==> src/rtl/sobrgb_pkg.sv <==
`default_nettype none
package sobrgb_pkg;

  // Default capacity of the line stores and the row counter.
  localparam int SOB_MAX_WIDTH  = 1024;
  localparam int SOB_MAX_HEIGHT = 4096;

  // Configuration register indexes.
  localparam logic REG_WIDTH  = 1'b0;
  localparam logic REG_HEIGHT = 1'b1;

  localparam logic [10:0] WIDTH_RESET  = 11'd640;
  localparam logic [12:0] HEIGHT_RESET = 13'd480;

  // Sums of squares at or above this value round to more than 255.
  localparam logic [21:0] CAP_LIMIT = 22'd65281;
  localparam logic [7:0]  MAG_MAX   = 8'd255;

  typedef enum logic [2:0] {
    S_IDLE,
    S_CALC,
    S_GRAD,
    S_SQUARE,
    S_ROOT,
    S_FINISH
  } state_t;

  typedef struct packed {
    logic accept;
    logic calc;
    logic grad;
    logic square;
    logic root_step;
    logic finish;
  } cmd_t;

  typedef struct packed {
    logic emit;
    logic root_last;
    logic out_free;
  } status_t;

endpackage
`default_nettype wire

==> src/rtl/sobrgb_ctrl.sv <==
`default_nettype none
module sobrgb_ctrl (
  input  wire logic              clk,
  input  wire logic              rst,
  input  wire logic              in_valid,
  output logic                   in_ready,
  input  wire sobrgb_pkg::status_t status,
  output sobrgb_pkg::cmd_t       cmd
);
  import sobrgb_pkg::*;

  state_t state;
  state_t state_next;

  always_ff @(posedge clk) begin
    if (rst) begin
      state <= S_IDLE;
    end else begin
      state <= state_next;
    end
  end

  always_comb begin
    state_next = state;
    cmd        = '0;
    in_ready   = 1'b0;
    case (state)
      S_IDLE: begin
        in_ready = 1'b1;
        if (in_valid) begin
          cmd.accept = 1'b1;
          state_next = S_CALC;
        end
      end
      S_CALC: begin
        cmd.calc   = 1'b1;
        state_next = status.emit ? S_GRAD : S_IDLE;
      end
      S_GRAD: begin
        cmd.grad   = 1'b1;
        state_next = S_SQUARE;
      end
      S_SQUARE: begin
        cmd.square = 1'b1;
        state_next = S_ROOT;
      end
      S_ROOT: begin
        cmd.root_step = 1'b1;
        if (status.root_last) begin
          state_next = S_FINISH;
        end
      end
      S_FINISH: begin
        if (status.out_free) begin
          cmd.finish = 1'b1;
          state_next = S_IDLE;
        end
      end
      default: begin
        state_next = S_IDLE;
      end
    endcase
  end

endmodule
`default_nettype wire

==> config.mk <==
export PLATFORM = sky130hd
export DESIGN_NAME = sobrgb_ctrl
export DESIGN_NICKNAME = d
export VERILOG_FILES = /design/src/rtl/sobrgb_pkg.sv /design/src/rtl/sobrgb_ctrl.sv
export SDC_FILE = /design/constraint.sdc
export NUM_CORES = 1
export LEC_CHECK = 0
export BUFFER_PORTS_ARGS = -buffer_cell sky130_fd_sc_hd__buf_4
export CORE_AREA = 2 2 39 41
export DETAILED_ROUTE_END_ITERATION = 10
export DIE_AREA = 0 0 41 43
export PLACE_DENSITY = 0.4
export SLEW_MARGIN = 25
export SYNTH_ARGS = -nofsm -noshare
export SYNTH_HDL_FRONTEND = slang
export SYNTH_SLANG_ARGS = --single-unit
==> constraint.sdc <==
create_clock -name clk -period 1.74 [get_ports clk]
set_clock_uncertainty 0.1 [all_clocks]
set_input_delay 0.261 -clock clk [delete_from_list [all_inputs] [get_ports clk]]
set_output_delay 0.261 -clock clk [all_outputs]
set_load 0.01 [all_outputs]
==> flow_summary.yaml, run 1 <==
status:
  status: "finished clean"
worst_setup_path:
  start_kind: "register"
  end_kind: "output pin"
  path_cells: "nand2_1 -> or2_1 -> inv_1 -> buf_4"
  reg2reg_slack_ns: 0.60
  crit_buf_inv: 2
  reg2reg_depth: 3
  worst-setup-path-type: "register to output pin"
  cp_slowest_cell: "dfxtp_1"
  cp_top_family: "flip-flops"
  arrival_ns: 1.19
  r2r_end: "state[1]"
  worstReg2RegStart: "state[0]"
  worst_ep_required_time_ns: 1.38
  slowest_delay_ns: 0.49
  endpoint: "cmd[2]"
  crit_start: "state[0]"
  cp_max_fo: 10
  critical_path_depth: 4
detailed_routing:
  vias: 217
  dr.pass1.iters: 4
  wire_per_inst_um: 8.71
  drc: 0
  drt_iter0_drc: 3
  ant_nets: 0
  routed_wl_um: 479
  viasPerCell: 3.95
timing:
  worst_pin_slew_ns: 0.309
  fin_crit_ns: 1.55
  max_freq_ghz: 0.645
  relSlewSlack: 0.794
  fin_crit_sh: 0.891
  fin_setup_tns_ns: 0
  setup_violations: 0
  finalMaxSlewViolations: 0
  rsz0062_at_grt: "no"
  finalHoldViolCount: 0
floorplan:
  fp.dieH_um: 43
  ios: 13
  row_count: 14
  core_area_um2: 1380
  die_x_um: 41
  initial_core_util: 0.137
  die_area_um2: 1760
yosys:
  synth-seq-cells: 3
  async_flop_share: 0
  synth_seq_area_share: 0.316
  synth_top_cells_by_area: "dfxtp_1, nor3_1, nor3b_1"
  synth_cell_types: 15
  synth_area_um2: 190
  ys_warn_count: 0
  syn-mean-instance-area_um2: 7.92
  synth_edf_count: 0
  synth.largest_area_cell: "dfxtp_1"
  yosys.area.top_type_share: 0.316
  synth-main-ff-cell: "dfxtp_1"
  synthesis.nets: 30
  syn_inst: 24
  yosys-top-cells-count: "dfxtp_1, nand2_1, nor2_1, nor3_1, nor3b_1"
clock_network:
  clock_sinks: 3
  cts_tree: "built"
  path_clk_slew_ns: 0.04
  cts_max_level: 1
  cts_buffer_depth: 2
  numCtsBuffers: 3
  cts-root-buf: "clkbuf_4"
  cts_resized: 0
  cts_hold_buf: 0
  clock_latency_ns: 0.23
  post_cts_buffers: 0
placed_design:
  gp_congestion: 0.658
  port_buffers: 12
  dp.cells: 51
  place_hpwl_um: 369
cells_and_area:
  drive_gt1_frac: 0.462
  final_util: 0.231
  nets: 46
  largest_register_ffs: 3
  diodes: 0
  reg.largest.list: "state x3"
  top_register: "state"
  syn_to_final_growth_pct: 67.8
  instances_no_fill: 55
flow_run:
  maxCapViolCount: 0
power_and_ir_drop:
  power.density_nw_per_um2: 794
  leakage_nw: 0.152
  peakVddDrop_uv: 185
global_route:
  gr-total-overflow: 0
  grt_pass1_vias: 197
  grt_pass1_wl_um: 710
  grt_antenna_before_repair: 0
  grt_max_degree: 11
  gr-usage-all-layers: 0.0621
min_path:
  hold_path_class: "input pin to register"
==> metrics by stage <==
stage / power (W) / hold slack (ns) / setup WS (ns) / instance area (um^2)
floorplan: 0.000105 / 0.230 / 0.427 / 190
finish: 0.000253 / 0.123 / 0.189 / 319
global placement: 0.000131 / 0.365 / 0.425 / 293
detailed placement: 0.000131 / 0.361 / 0.439 / 293
CTS: 0.000259 / 0.117 / 0.184 / 319
global route: 0.000272 / 0.114 / 0.0912 / 319
==> metal layers <==
metal  routed length, um  global-route usage  part of all wire
met1                 164              0.0639              0.34
met2                 259              0.0844              0.54
met3                  44              0.0157             0.092
met4                  10              0.0800             0.021
met5                   0                   0                 0
==> final cells by class <==
| class | instances | area (um^2) |
|---|---|---|
| flip-flops and latches | 3 | 60.1 |
| well taps | 16 | 20.0 |
| multi-input cells | 19 | 119 |
| inverters | 1 | 3.75 |
| repair buffers | 12 | 90.1 |
| fillers | 159 | 1060 |
| clock buffers | 4 | 26.3 |
==> placed cells by master, fill, tap and decap left out <==
cell type,count
or2_1,1
dfxtp_1,3
nand2b_1,1
buf_4,12
and2_1,1
clkbuf_1,1
nor3b_1,2
nand2_1,3
clkbuf_4,3
o31ai_2,1
o21ai_0,1
nor2_1,3
nand2b_4,1
nor3_1,3
mux2_2,1
a21oi_1,1
inv_1,1
==> logic make-up after synthesis <==
group / Yosys count / share of synthesized area
muxes: 1 / 0.0592
DFF: 3 / 0.316
and+or+nand+nor: 15 / 0.447
buffers and inverters: 2 / 0.0592
AOI/OAI and AO/OA: 3 / 0.118
==> worst min-delay path by stage <==
stage	start	end	slack, ns	cells after the start
finish	rst	state[2]	0.12	2
global route	rst	state[2]	0.11	2
CTS	rst	state[1]	0.12	2
detailed placement	rst	state[2]	0.36	2
global placement	rst	state[2]	0.36	2
floorplan	rst	state[2]	0.23	1
==> power by group <==
group	switching (W)	internal (W)	total, W
sequential	0.00000786	0.0000730	0.0000808
clock	0.0000381	0.0000861	0.000124
combinational	0.0000195	0.0000288	0.0000484
total	0.0000655	0.000188	0.000253
Note: power is estimated with default switching activity, not from simulation.
==> inputs of run 2 (changes only) <==
- BUFFER_PORTS_ARGS: -buffer_cell sky130_fd_sc_hd__buf_4 -> -buffer_cell sky130_fd_sc_hd__buf_2
- CELL_PAD_IN_SITES_DETAIL_PLACEMENT: default -> 1
- CELL_PAD_IN_SITES_GLOBAL_PLACEMENT: default -> 1
- PLACE_DENSITY: 0.4 -> 0.52
==> run 2 against run 1 <==
Core utilization is 2.2 points lower; sequential share of layout area grew 2.0 points; setup slack got worse by 0.019 ns; critical path depth unchanged; combinational power down 18%; total power fell by 3.6%; highest routed layer unchanged; sequential power is essentially flat; critical path type unchanged; non-clock buffer count stayed put; register-to-register slack about the same; global-route usage rose by 0.21 points.
==> flow_summary.yaml, run 2 (synthesis results as in run 1) <==
clock_network:
  clock_sinks: 3
  cts_max_level: 1
  cts_resized: 0
  cts_hold_buf: 0
  cts_buffer_depth: 2
  post_cts_buffers: 0
  clock_latency_ns: 0.24
  path_clk_slew_ns: 0.04
  cts-root-buf: "clkbuf_4"
  numCtsBuffers: 3
  cts_tree: "built"
detailed_routing:
  routed_wl_um: 496
  wire_per_inst_um: 9.02
  ant_nets: 0
  viasPerCell: 4.05
  drc: 0
  vias: 223
  dr.pass1.iters: 1
  drt_iter0_drc: 0
worst_setup_path:
  reg2reg_depth: 3
  worst-setup-path-type: "register to output pin"
  start_kind: "register"
  cp_max_fo: 10
  arrival_ns: 1.21
  worst_ep_required_time_ns: 1.38
  end_kind: "output pin"
  crit_start: "state[0]"
  worstReg2RegStart: "state[0]"
timing:
  finalMaxSlewViolations: 0
  rsz0062_at_grt: "no"
  relSlewSlack: 0.788
  fin_hold_ws_ns: 0.150
  max_freq_ghz: 0.637
  finalHoldViolCount: 0
  fin_crit_ns: 1.57
  fin_crit_sh: 0.902
  worst_pin_slew_ns: 0.317
  fin_setup_tns_ns: 0
  setup_violations: 0
power_and_ir_drop:
  peakVddDrop_uv: 175
  power_w: 0.000244
  power.density_nw_per_um2: 845
  leakage_nw: 0.146
flow_run:
  maxCapViolCount: 0
placed_design:
  gp_congestion: 0.656
  dp.cells: 51
  place_hpwl_um: 380
  port_buffers: 12
cells_and_area:
  nets: 46
  top_register: "state"
  diodes: 0
  largest_register_ffs: 3
  syn_to_final_growth_pct: 52.0
  instances_no_fill: 55
  drive_gt1_frac: 0.462
  n_fill_cell: 185
  final_common_cell: "buf_2"
  reg.largest.list: "state x3"
floorplan:
  core_area_um2: 1380
  initial_core_util: 0.137
  ios: 13
  die_x_um: 41
  fp.dieH_um: 43
  die_area_um2: 1760
  row_count: 14
status:
  status: "finished clean"
global_route:
  gr-total-overflow: 0
  grt_pass1_wl_um: 710
  grt_pass1_vias: 189
  gr-usage-all-layers: 0.0643
  grt_max_degree: 11
  grt_antenna_before_repair: 0
min_path:
  hold_path_class: "input pin to register"
  hold_depth: 2
  hold_start: "rst"
==> run 2: cell types whose count changed in the layout (fill, tap and decap cells not counted) <==
cell | previous run | this run
buf_2 | 0 | 12
buf_4 | 12 | 0
==> run 2: final cells by class <==
| class | instances | area, um^2 | share of cell area |
|---|---|---|---|
| multi-input combinational | 19 | 119 | 0.411 |
| sequential | 3 | 60.1 | 0.208 |
| timing repair buffer | 12 | 60.1 | 0.208 |
| clock buffer | 4 | 26.3 | 0.0909 |
| tap | 16 | 20.0 | 0.0693 |
| inverter | 1 | 3.75 | 0.0130 |
==> run 2: worst paths after layout <==
| path | slack [ns] | endpoint |
|---|---|---|
| worst max-delay path | 0.17 | cmd[2] |
| worst min-delay path | 0.15 | state[1] |
| worst max register to register | 0.59 | state[1] |
| worst min register to register | 0.46 | state[1] |
==> run 2: metrics by stage <==
step | setup slack (ns) | instance area [um^2] | utilization
after floorplan | 0.427 | 190 | -
after global placement | 0.411 | 263 | 0.190
after detailed placement | 0.408 | 263 | 0.190
after CTS | 0.148 | 289 | 0.209
after global routing | 0.0586 | 289 | 0.209
final | 0.170 | 289 | 0.209
==> run 2: metal layers <==
layer,global-route usage,vias to the layer above,share of wire
met3,0.0314,2,0.054
met2,0.0875,6,0.50
met1,0.0579,102,0.42
met4,0.0800,0,0.020
met5,0,-,0
li1,-,113,-
==> run 2: power by group <==
part | internal [W] | switching [W] | total [W] | leakage, nW
sequential | 0.0000730 | 0.00000807 | 0.0000811 | 0.0245
combinational | 0.0000207 | 0.0000191 | 0.0000398 | 0.107
clock | 0.0000860 | 0.0000373 | 0.000123 | 0.0150
==> run 2: critical path, stage by stage, from the launching register on <==
cell	delay (ns)
dfxtp_1	0.50
nand2_1	0.08
or2_1	0.23
inv_1	0.05
buf_2	0.12
==> inputs of run 3 (changes only) <==
- RECOVER_POWER: default -> 50
==> run 3 against run 2 <==
Global-route usage did not move; core utilization is 0.72 points lower; count of clock-buffer cells in the layout unchanged; critical path depth unchanged; total power shrank 0.88%; final area down 3.5%; via count is 4.0% lower; combinational power fell by 4%; clock power barely moved; register-to-register slack about the same; sequential share of layout area grew 0.75 points; critical endpoint unchanged; largest cell class unchanged.
==> flow_summary.yaml, run 3 (synthesis results as in run 1) <==
power_and_ir_drop:
  peakVddDrop_uv: 173
  power.density_nw_per_um2: 868
  leakage_nw: 0.127
  power_w: 0.000242
timing:
  max_freq_ghz: 0.635
  fin_crit_sh: 0.905
  relSlewSlack: 0.787
  finalMaxSlewViolations: 0
  worst_pin_slew_ns: 0.319
  postLayoutSetupSlackWorst_ns: 0.165
  fin_crit_ns: 1.57
  rsz0062_at_grt: "no"
  setup_violations: 0
  fin_hold_ws_ns: 0.151
  finalHoldViolCount: 0
  fin_setup_tns_ns: 0
floorplan:
  row_count: 14
  initial_core_util: 0.137
  core_area_um2: 1380
  die_x_um: 41
  fp.dieH_um: 43
  ios: 13
  die_area_um2: 1760
clock_network:
  cts_tree: "built"
  post_cts_buffers: 0
  cts_buffer_depth: 2
  cts_resized: 0
  numCtsBuffers: 3
  cts_max_level: 1
  clock_sinks: 3
  path_clk_slew_ns: 0.04
  cts-root-buf: "clkbuf_4"
  cts_hold_buf: 0
  clock_latency_ns: 0.23
cells_and_area:
  nets: 46
  instances_no_fill: 55
  syn_to_final_growth_pct: 46.7
  n_fill_cell: 185
  drive_gt1_frac: 0.385
  diodes: 0
  top_register: "state"
  reg.largest.list: "state x3"
  final_common_cell: "buf_2"
  largest_register_ffs: 3
global_route:
  grt_pass1_wl_um: 710
  grt_pass1_vias: 189
  grt_antenna_before_repair: 0
  gr-total-overflow: 0
  gr-usage-all-layers: 0.0643
  grt_max_degree: 11
worst_setup_path:
  r2r_end: "state[1]"
  worst-setup-path-type: "register to output pin"
  crit_start: "state[0]"
  worst_ep_required_time_ns: 1.38
  reg2reg_depth: 3
  start_kind: "register"
  reg2reg_slack_ns: 0.59
  cp_max_fo: 10
  worstReg2RegStart: "state[0]"
  arrival_ns: 1.21
  endpoint: "cmd[2]"
  end_kind: "output pin"
placed_design:
  place_hpwl_um: 380
  gp_congestion: 0.656
  dp_worst_setup_slack_ns: 0.408
  port_buffers: 12
  dp.cells: 51
detailed_routing:
  viasPerCell: 3.89
  ant_nets: 0
  vias: 214
  drc: 0
  dr.pass1.iters: 1
  wire_per_inst_um: 9.05
  drt_iter0_drc: 0
  routed_wl_um: 498
flow_run:
  maxCapViolCount: 0
status:
  status: "finished clean"
min_path:
  hold_path_class: "input pin to register"
[run 3: cell types whose count changed in the layout (fill, tap and decap cells not counted), sizes merged]
cell    delta
clkbuf     +2
buf        -2
[run 3: worst min path at each step]
stage | start | cells after the start | end
floorplan | rst | 1 | state[2]
global placement | rst | 2 | state[2]
detailed placement | rst | 2 | state[1]
CTS | rst | 2 | state[1]
global route | rst | 2 | state[1]
finish | rst | 2 | state[1]
[run 3: layout make-up]
cell class / count / area [um^2] / area share
sequential: 3 / 60.1 / 0.215
timing repair buffer: 12 / 57.6 / 0.206
tap: 16 / 20.0 / 0.0717
inverter: 1 / 3.75 / 0.0135
clock buffer: 4 / 26.3 / 0.0942
multi-input combinational: 19 / 111 / 0.399
[run 3: worst max-delay path: stages (launching register included)]
cell,delay [ns]
dfxtp_1,0.50
nand2_1,0.08
or2_0,0.22
inv_1,0.06
buf_2,0.12
[run 3: routing by layer]
layer,vias to the layer above,part of all wire,GRT usage
li1,112,-,-
met1,98,0.42,0.0579
met2,4,0.53,0.0875
met3,0,0.044,0.0314
met4,0,0,0.0800
met5,-,0,0
[run 3: metrics by stage]
step	utilization	instance area (um^2)
CTS	0.209	289
global route	0.202	279
finish	0.202	279
detailed placement	0.190	263
global placement	0.190	263
floorplan	-	190
[run 3: where the power goes]
group	internal, W	switching [W]	total, W
Sequential	0.0000730	0.00000812	0.0000811
Combinational	0.0000198	0.0000185	0.0000384
Clock	0.0000860	0.0000366	0.000123
